==> src/sv/spq_pkg.sv <==
// ----------------------------------------------------------------------------
// spq_pkg
// shared types, codes and constants of the stable priority queue
// ----------------------------------------------------------------------------
package spq_pkg;

  localparam int unsigned DEPTH_DEF = 16;
  localparam int unsigned OCC_W     = 5;
  localparam int unsigned IN_DATA_W = 48;
  localparam int unsigned OUT_DATA_W = 56;

  // operation codes carried in the input tuser
  localparam logic OP_PUSH = 1'b0;
  localparam logic OP_POP  = 1'b1;

  typedef struct packed {
    logic        [7:0]  prio;
    logic        [7:0]  sys;
    logic        [7:0]  res;
    logic        [7:0]  stat;
    logic signed [15:0] amt;
  } rec_t;

  typedef enum logic [1:0] {
    CMD_HOLD,
    CMD_PUSH,
    CMD_POP
  } cmd_e;

  // broadcast from the control to every cell
  typedef struct packed {
    cmd_e cmd;
    rec_t rec;
  } ctrl_t;

endpackage

==> src/sv/stable_priority_queue.sv <==
// ----------------------------------------------------------------------------
// stable_priority_queue
// bounded priority queue of event records built as a chain of sorted cells
// ----------------------------------------------------------------------------
//
// channel   dir  tdata                                        tuser
// s_axis    in   prio, sys, res, status, amount (48 bits)     op
// m_axis    out  prio, sys, res, status, amount, occupancy    ok
//
// one beat per cycle while s_axis_tready is high: every cell compares and shifts in the same cycle
// the result beat is captured in the output register on acceptance
// s_axis_tready drops only while a result waits and m_axis_tready is low
// reset empties the queue; record cells hold no reset value
// equal priorities leave in arrival order
//
module stable_priority_queue #(
  parameter int unsigned DEPTH = spq_pkg::DEPTH_DEF
) (
  input  logic                            clk_i,
  input  logic                            rst_ni,
  input  logic                            s_axis_tvalid_i,
  output logic                            s_axis_tready_o,
  // [7:0] prio, [15:8] system id, [23:16] resource id, [31:24] status,
  // [47:32] amount
  input  logic [spq_pkg::IN_DATA_W-1:0]   s_axis_tdata_i,
  // [0] op
  input  logic                            s_axis_tuser_i,
  output logic                            m_axis_tvalid_o,
  input  logic                            m_axis_tready_i,
  // [7:0] prio, [15:8] system id, [23:16] resource id, [31:24] status,
  // [47:32] amount, [52:48] occupancy, [55:53] zero
  output logic [spq_pkg::OUT_DATA_W-1:0]  m_axis_tdata_o,
  // [0] ok
  output logic                            m_axis_tuser_o
);

  localparam int unsigned CNT_W = $clog2(DEPTH + 1);
  localparam int unsigned OCC_W = spq_pkg::OCC_W;

  logic [CNT_W-1:0] count_q, count_d;
  logic             out_valid_q, out_valid_d;
  logic             ok_q, ok_d;
  spq_pkg::rec_t    res_q, res_d;
  logic [OCC_W-1:0] occ_q, occ_d;

  spq_pkg::ctrl_t   ctrl;
  spq_pkg::rec_t    in_rec;
  logic             accept;
  logic             full;
  logic             empty;
  logic [CNT_W+OCC_W-1:0] occ_wide;

  logic             keep [DEPTH];
  spq_pkg::rec_t    recs [DEPTH];

  // incoming record unpacked from the low bits up
  assign in_rec.prio = s_axis_tdata_i[7:0];
  assign in_rec.sys  = s_axis_tdata_i[15:8];
  assign in_rec.res  = s_axis_tdata_i[23:16];
  assign in_rec.stat = s_axis_tdata_i[31:24];
  assign in_rec.amt  = s_axis_tdata_i[47:32];

  assign s_axis_tready_o = !out_valid_q || m_axis_tready_i;
  assign accept = s_axis_tvalid_i && s_axis_tready_o;
  assign full   = (count_q == CNT_W'(DEPTH));
  assign empty  = (count_q == '0);

  // command broadcast to the chain; full pushes and empty pops hold it
  always_comb begin
    ctrl.rec = in_rec;
    ctrl.cmd = spq_pkg::CMD_HOLD;
    if (accept) begin
      if (s_axis_tuser_i == spq_pkg::OP_PUSH) begin
        if (!full) begin
          ctrl.cmd = spq_pkg::CMD_PUSH;
        end
      end else if (!empty) begin
        ctrl.cmd = spq_pkg::CMD_POP;
      end
    end
  end

  // cell chain, cell 0 is the head
  for (genvar i = 0; i < DEPTH; i++) begin : g_cell
    logic          occ;
    logic          left_keep;
    spq_pkg::rec_t left_rec;
    spq_pkg::rec_t right_rec;

    assign occ = (CNT_W'(i) < count_q);

    if (i == 0) begin : g_head
      assign left_keep = 1'b1;
      assign left_rec  = in_rec;
    end else begin : g_body
      assign left_keep = keep[i-1];
      assign left_rec  = recs[i-1];
    end

    if (i == DEPTH - 1) begin : g_tail
      assign right_rec = recs[i];
    end else begin : g_inner
      assign right_rec = recs[i+1];
    end

    spq_cell u_cell (
      .clk_i       (clk_i),
      .ctrl_i      (ctrl),
      .occ_i       (occ),
      .left_keep_i (left_keep),
      .left_rec_i  (left_rec),
      .right_rec_i (right_rec),
      .keep_o      (keep[i]),
      .rec_o       (recs[i])
    );
  end

  // fill count and result beat
  always_comb begin
    count_d     = count_q;
    out_valid_d = out_valid_q;
    ok_d        = ok_q;
    res_d       = res_q;
    case (ctrl.cmd)
      spq_pkg::CMD_PUSH: count_d = count_q + CNT_W'(1);
      spq_pkg::CMD_POP:  count_d = count_q - CNT_W'(1);
      default:           count_d = count_q;
    endcase
    occ_wide = {{OCC_W{1'b0}}, count_d};
    occ_d    = occ_wide[OCC_W-1:0];
    if (m_axis_tready_i) begin
      out_valid_d = 1'b0;
    end
    if (accept) begin
      out_valid_d = 1'b1;
      ok_d        = (ctrl.cmd != spq_pkg::CMD_HOLD);
      // popped head leaves with the beat, all other beats report zero fields
      res_d       = (ctrl.cmd == spq_pkg::CMD_POP) ? recs[0] : '0;
    end
  end

  always_ff @(posedge clk_i or negedge rst_ni) begin
    if (!rst_ni) begin
      count_q     <= '0;
      out_valid_q <= 1'b0;
    end else begin
      count_q     <= count_d;
      out_valid_q <= out_valid_d;
    end
  end

  always_ff @(posedge clk_i) begin
    if (accept) begin
      ok_q  <= ok_d;
      res_q <= res_d;
      occ_q <= occ_d;
    end
  end

  assign m_axis_tvalid_o = out_valid_q;
  assign m_axis_tuser_o  = ok_q;
  assign m_axis_tdata_o  = {3'b000, occ_q, res_q.amt, res_q.stat, res_q.res,
                            res_q.sys, res_q.prio};

`ifndef ASSERT_OFF
  // fill count never passes the chain length
  a_count_bound: assert property (@(posedge clk_i) disable iff (!rst_ni)
    count_q <= CNT_W'(DEPTH))
    else $error("fill count beyond depth");

  // a stored push grows the queue by one
  a_push_count: assert property (@(posedge clk_i) disable iff (!rst_ni)
    ctrl.cmd == spq_pkg::CMD_PUSH |=> count_q == $past(count_q) + CNT_W'(1))
    else $error("push did not grow the queue");

  // a pop returns the head priority with ok set
  a_pop_head: assert property (@(posedge clk_i) disable iff (!rst_ni)
    ctrl.cmd == spq_pkg::CMD_POP |=>
      m_axis_tuser_o && m_axis_tdata_o[7:0] == $past(recs[0].prio))
    else $error("pop did not return the head");

  // the head is never outranked by its neighbor
  if (DEPTH > 1) begin : g_order_chk
    a_order: assert property (@(posedge clk_i) disable iff (!rst_ni)
      count_q > CNT_W'(1) |-> recs[0].prio >= recs[1].prio)
      else $error("chain out of order at the head");
  end

  // input stalls only behind a waiting result
  a_stall: assert property (@(posedge clk_i) disable iff (!rst_ni)
    !s_axis_tready_o |-> m_axis_tvalid_o)
    else $error("input stalled without a waiting result");
`endif

endmodule

==> src/sv/spq_cell.sv <==
// ----------------------------------------------------------------------------
// spq_cell
// one slot of the sorted chain, holds a record and trades with its neighbors
// ----------------------------------------------------------------------------
module spq_cell (
  input  logic            clk_i,
  input  spq_pkg::ctrl_t  ctrl_i,
  input  logic            occ_i,        // slot holds a live record
  input  logic            left_keep_i,  // left neighbor keeps its record
  input  spq_pkg::rec_t   left_rec_i,
  input  spq_pkg::rec_t   right_rec_i,
  output logic            keep_o,
  output spq_pkg::rec_t   rec_o
);

  spq_pkg::rec_t rec_q, rec_d;

  // a live record stays in place on a push when its priority is greater or equal, so ties keep order
  assign keep_o = occ_i && (rec_q.prio >= ctrl_i.rec.prio);
  assign rec_o  = rec_q;

  always_comb begin
    rec_d = rec_q;
    case (ctrl_i.cmd)
      spq_pkg::CMD_PUSH: begin
        if (!keep_o) begin
          rec_d = left_keep_i ? ctrl_i.rec : left_rec_i;
        end
      end
      spq_pkg::CMD_POP: begin
        rec_d = right_rec_i;
      end
      default: begin
        rec_d = rec_q;
      end
    endcase
  end

  always_ff @(posedge clk_i) begin
    rec_q <= rec_d;
  end

endmodule
==> config.mk <==
export PLATFORM = sky130hd
export DESIGN_NAME = stable_priority_queue
export DESIGN_NICKNAME = d
export VERILOG_FILES = /design/src/sv/spq_pkg.sv /design/src/sv/stable_priority_queue.sv /design/src/sv/spq_cell.sv
export SDC_FILE = /design/constraint.sdc
export NUM_CORES = 2
export LEC_CHECK = 0
export ABC_AREA = 1
export BUFFER_PORTS_ARGS = -buffer_cell sky130_fd_sc_hd__buf_4
export CORE_MARGIN = 3
export CORE_UTILIZATION = 40
export CTS_CLUSTER_SIZE = 30
export DETAILED_ROUTE_END_ITERATION = 12
export GPL_ROUTABILITY_DRIVEN = 0
export PLACE_DENSITY_LB_ADDON = 0.15
export SLEW_MARGIN = 10
export SYNTH_ARGS = -nofsm -noshare
export SYNTH_HDL_FRONTEND = slang
export SYNTH_SLANG_ARGS = --single-unit
==> constraint.sdc <==
create_clock -name clk_i -period 15 [get_ports clk_i]
set_clock_uncertainty 0.2 [all_clocks]
set_input_delay 0.75 -clock clk_i [delete_from_list [all_inputs] [get_ports clk_i]]
set_output_delay 0.75 -clock clk_i [all_outputs]
set_load 0.005 [all_outputs]
* After elaboration in Yosys (flattened, before gate mapping) *
Index checks and enable logic that the tools add are counted.

word-level totals
  bits in registers = 828
  bits of input ports = 53
  output and inout port bits = 59
  word-level logic and storage cells = 233

cells by class
  add/sub/neg operators = 2
  order comparisons = 32
  equal/unequal tests = 18
  multiplexer cells = 52
  bitwise operators = 1
  reductions and logical operators = 39

operators with widths
  cell                                                       count
  two-way mux 48 bit                                         30
  one-hot mux 48 bit (2 select lines)                        15
  greater-or-equal comparator 8 bit                          16
  less-than comparator 4 x 5 -> 1 bit, first input constant  8
  AND reduction 2 bit                                        16
  != test 2 bit, second input constant                       15
  less-than comparator 3 x 5 -> 1 bit, first input constant  4
  logical AND 1 bit                                          17
  less-than comparator 1 x 5 -> 1 bit, first input constant  2
  less-than comparator 2 x 5 -> 1 bit, first input constant  2
  one-hot mux 5 bit (2 select lines)                         1
  two-way mux 2 bit                                          3
  nonzero test 2 bit                                         3
  adder 5 x 1 -> 5 bit, second input constant                1
  == test 5 bit, second input constant                       1
  logical NOT 5 bit                                          1
  subtractor 5 x 1 -> 5 bit, second input constant           1
  two-way mux 1 bit                                          3
  == test 2 x 1 -> 1 bit, second input constant              1
  == test 2 bit, second input constant                       1
  logical NOT 1 bit                                          1
  logical OR 1 bit                                           1
  NOT 1 bit                                                  1

* Logic depth before layout (Yosys ltp) *
  depth in word-level cells = 7
  depth in mapped cells = 15
  mapped depth without buffers = 13

* By module *
A second synthesis with hierarchy kept.

second synthesis, totals
  cell total of the unflattened synthesis = 5110
  area total of the unflattened synthesis = 47643.2 µm²

by module, submodules not included
  module                 times used  cells an instance  area each (µm²)  seq. area each (µm²)
  spq_cell               16          303                2807.7           1441.4
  stable_priority_queue  1           262                2720.1           1771.7

* Worst setup path after synthesis *
Ideal clock, no wire load.

  kind = in2reg
  start point = input m_axis_tready_i
  end point = register g_cell[15].u_cell.rec_q, in the netlist g_cell[15].u_cell.rec_o[0] (enable)
  setup time = 0.470 ns
  arrival = 4.618 ns
  data required time = 14.330 ns
  setup slack = 9.713 ns
  cell stages on the path = 8
  buffers on the path = 0
  path through = inv_1 nand2_1 nand2_1 inv_1 o211ai_1 ha_1 inv_1 a21oi_1

on the way
  cells in the longest elaborated chain, start to end = 5

RTL lines
  what                                  RTL line                     source
  start: declaration                    stable_priority_queue.sv:29  input logic m_axis_tready_i,
  logical OR 1 bit                      stable_priority_queue.sv:63  assign s_axis_tready_o = !out_valid_q || m_axis_tready_i;
  net s_axis_tready_o                   stable_priority_queue.sv:22  output logic s_axis_tready_o,
  logical AND 1 bit                     stable_priority_queue.sv:64  assign accept = s_axis_tvalid_i && s_axis_tready_o;
  net accept                            stable_priority_queue.sv:48  logic accept;
  two-way mux 2 bit                     stable_priority_queue.sv:72  if (accept) begin
  == test 2 x 1 -> 1 bit                spq_cell.sv:24               case (ctrl_i.cmd)
  AND reduction 2 bit (no source line)  n/a
  end signal: assignment                spq_cell.sv:40               rec_q <= rec_d;
  end: declaration                      spq_cell.sv:16               spq_pkg::rec_t rec_q, rec_d;

The timed path passes the listed nets, and every way through them passes these cells.
A chain may end at the register's enable or synchronous reset.

==> results.yml <==
routing:
  drt_iter0_markers: 3788
  vias: 38533
  via_per_inst: 4.98
  routed_wl_um: 134000
  ant_nets: 0
  firstDrtPassIters: 6
  route.detailed.drc: 0
  wl_per_cell_um: 17.3
clock_tree:
  h-tree-depth: 3
  cts_buffers: 95
  clock_latency_ns: 0.66
  cts_tree: "built"
  cts-root-buf: "clkbuf_16"
  clkTransAtPathRegs_ns: 0.05
  clk_path_buf_depth: 3
  cts_sinks: 828
setup_path:
  end_kind: "register"
  critPathLaunchType: "register"
  worstPathArrival_ns: 7.72
  path_max_fanout: 96
  ff2ff_path_depth: 14
  startpoint: "count_q[0]"
  timing.rr.end: "g_cell[9].u_cell.rec_o[10]"
  critPathKind: "register to register"
  crit_path_end: "g_cell[9].u_cell.rec_o[10]"
  worstPathRequired_ns: 15.32
  r2r_start: "count_q[0]"
  r2r_slack_ns: 7.60
cells_and_area:
  insertedDiodeCount: 0
  regArea_mm2: 0.0248
  fin_area_mm2: 0.0531
  multi_input_area_mm2: 0.0187
  layout-drive-gt1-share: 0.0583
  fillers: 11925
  nets: 6249
  layout.cells.non_filler: 7736
  area_growth_pct: 9.79
logic_synthesis:
  syn_inst: 6207
  yosysTopAreaCell: "edfxtp_1"
  ys_seq_area_frac: 0.513
  avgSynthCellArea_um2: 7.79
  ys_ff_latch: 828
  ys_types: 29
  ys_warn_count: 0
  syn-cell-area_mm2: 0.0484
  synth_area_leaders: "edfxtp_1 51%, nand2_1 18%, nand3_1 14%"
  synth_top_area_frac: 0.510
timing:
  tightest_slew_ns: 1.19
  setup_tns_ns: 0
  finalSetupViolations: 0
  layout_min_cycle_time_ns: 7.40
  slew_headroom: 0.205
  max_freq_ghz: 0.135
  timing.final.crit_share: 0.493
  hold_viol_final: 0
  rsz0062_at_grt: "false"
  slew_violations: 0
grt:
  grt_start_max_net_pins: 224
  grt.total_usage: 0.209
  antenna_found_initial: 1
  grt_pass1_wl_um: 215000
  grt.overflow.total: 0
  grt_pass1_vias: 36979
min_path:
  hold_path_depth: 4
  hp-class: "primary input to register"
placed_design:
  hpwl_um: 86500
  place_area_mm2: 0.0502
  dp_cells: 7563
  numPortBuffers: 108
floorplan:
  initial_core_util: 0.406
  chipWidth_um: 354
  fp.dieH_um: 354
  rows: 126
  core_region_area_mm2: 0.119
  die-area_mm2: 0.125
  ios: 112
power:
  ir_drop_uv: 119
  p_total_uw: 9700
  p_per_area_mw_per_mm2: 183
  p_leak_uw: 0.0253
run:
  cap_violations: 0
status:
  status: "complete, no violations"
==> metrics by stage <==
step | utilization | setup WS [ns] | hold slack, ns
after CTS | 0.446 | 7.71 | 0.132
after global routing | 0.446 | 7.20 | 0.202
after global placement | 0.422 | 7.68 | 0.296
final | 0.446 | 7.60 | 0.181
after floorplan | - | 9.71 | 0.254
after detailed placement | 0.422 | 7.63 | 0.302
==> cell type report <==
cell class,instances,area share
Tap cell,1600,0.0377
Inverter,852,0.0603
Timing Repair Buffer,194,0.0279
Clock inverter,40,0.00471
Sequential cell,828,0.468
Clock buffer,132,0.0491
Multi-Input combinational cell,4090,0.353
==> kinds of logic after synthesis <==
family | synth area share
AO/OA/AOI/OAI | 0.0195
adder cells (fa/ha/maj) | 0.0349
buffers and inverters | 0.103
flip-flops | 0.513
other | 0.0000775
AND/OR/NAND/NOR | 0.329
==> state kept, by name (all words and copies together), names as in the netlist <==
| signal | cells |
|---|---|
| count_q | 5 |
| g_cell.u_cell.rec_o | 768 |
| m_axis_tdata_o | 48 |
| m_axis_tuser_o | 1 |
| m_axis_tvalid_o | 1 |
| occ_q | 5 |
==> Yosys cell counts <==
cell / instances
nor2_4: 2
edfxtp_1: 822
a31oi_1: 2
conb_1: 1
a21oi_1: 38
o21a_1: 15
nor3_1: 3
a221oi_1: 1
o21ai_2: 6
clkinv_1: 7
o22ai_1: 1
nand3_1: 1366
buf_4: 9
a21oi_2: 1
o21ai_1: 18
buf_1: 27
nor2_1: 38
buf_6: 1
nand2_1: 2367
clkbuf_1: 320
inv_2: 7
o21ai_0: 88
dfrtp_1: 6
buf_2: 82
nand4_1: 3
o211ai_1: 2
a22oi_1: 1
ha_1: 135
inv_1: 838
==> worst min-delay path by stage <==
stage	start	slack (ns)	to
2_1_floorplan	rst_ni	0.25	count_q[0]
5_1_grt	m_axis_tready_i	0.20	m_axis_tvalid_o
3_5_place_dp	g_cell[15].u_cell.rec_o[23]	0.30	g_cell[14].u_cell.rec_o[23]
4_1_cts	m_axis_tready_i	0.13	m_axis_tvalid_o
6_report	m_axis_tready_i	0.18	m_axis_tvalid_o
3_3_place_gp	g_cell[15].u_cell.rec_o[12]	0.30	g_cell[14].u_cell.rec_o[12]
==> cells in the final DEF, fill, tap and decap left out, types with 28 or more instances in the layout <==
master	Yosys	routed
clkinv_1	7	28
buf_4	9	191
o21ai_0	88	88
clkbuf_1	320	30
ha_1	135	134
edfxtp_1	822	822
inv_1	838	837
nor2_1	38	38
a21oi_1	38	37
nand3_1	1366	1366
nand2_1	2367	2343
clkbuf_16	0	97
==> what timing repair did <==
action / in CTS / in global routing
buffers inserted: 0 / 0
setup endpoints to repair: 0 / 0
hold buffers: 1 / 0
endpoints found under the hold margin: 6 / 0
gates resized for setup: 0 / 0
==> report_power, final <==
part	internal (uW)	switching (uW)
Sequential	3500	310
Combinational	1060	2630
Clock	1240	959
==> critical path: stages, from the launching register on <==
cell     delay (ns)
dfrtp_1        0.47
inv_1          0.32
ha_1           0.20
inv_1          0.05
nor3_1         0.20
nor3_1         0.10
inv_1          0.12
ha_4           0.62
buf_4          0.82
buf_4          0.96
buf_4          0.91
buf_4          0.83
buf_4          0.90
nand2_1        0.13
nand2_1        0.12
==> metal layers <==
metal | vias to the layer above | global-route usage | wire [um]
met2 | 1120 | 0.315 | 56800
li1 | 19703 | - | -
met3 | 151 | 0.0255 | 8230
met1 | 17557 | 0.319 | 66200
met5 | - | 0 | 8
met4 | 2 | 0.0490 | 2440
No activity file was read; power rests on OpenSTA's default activity.
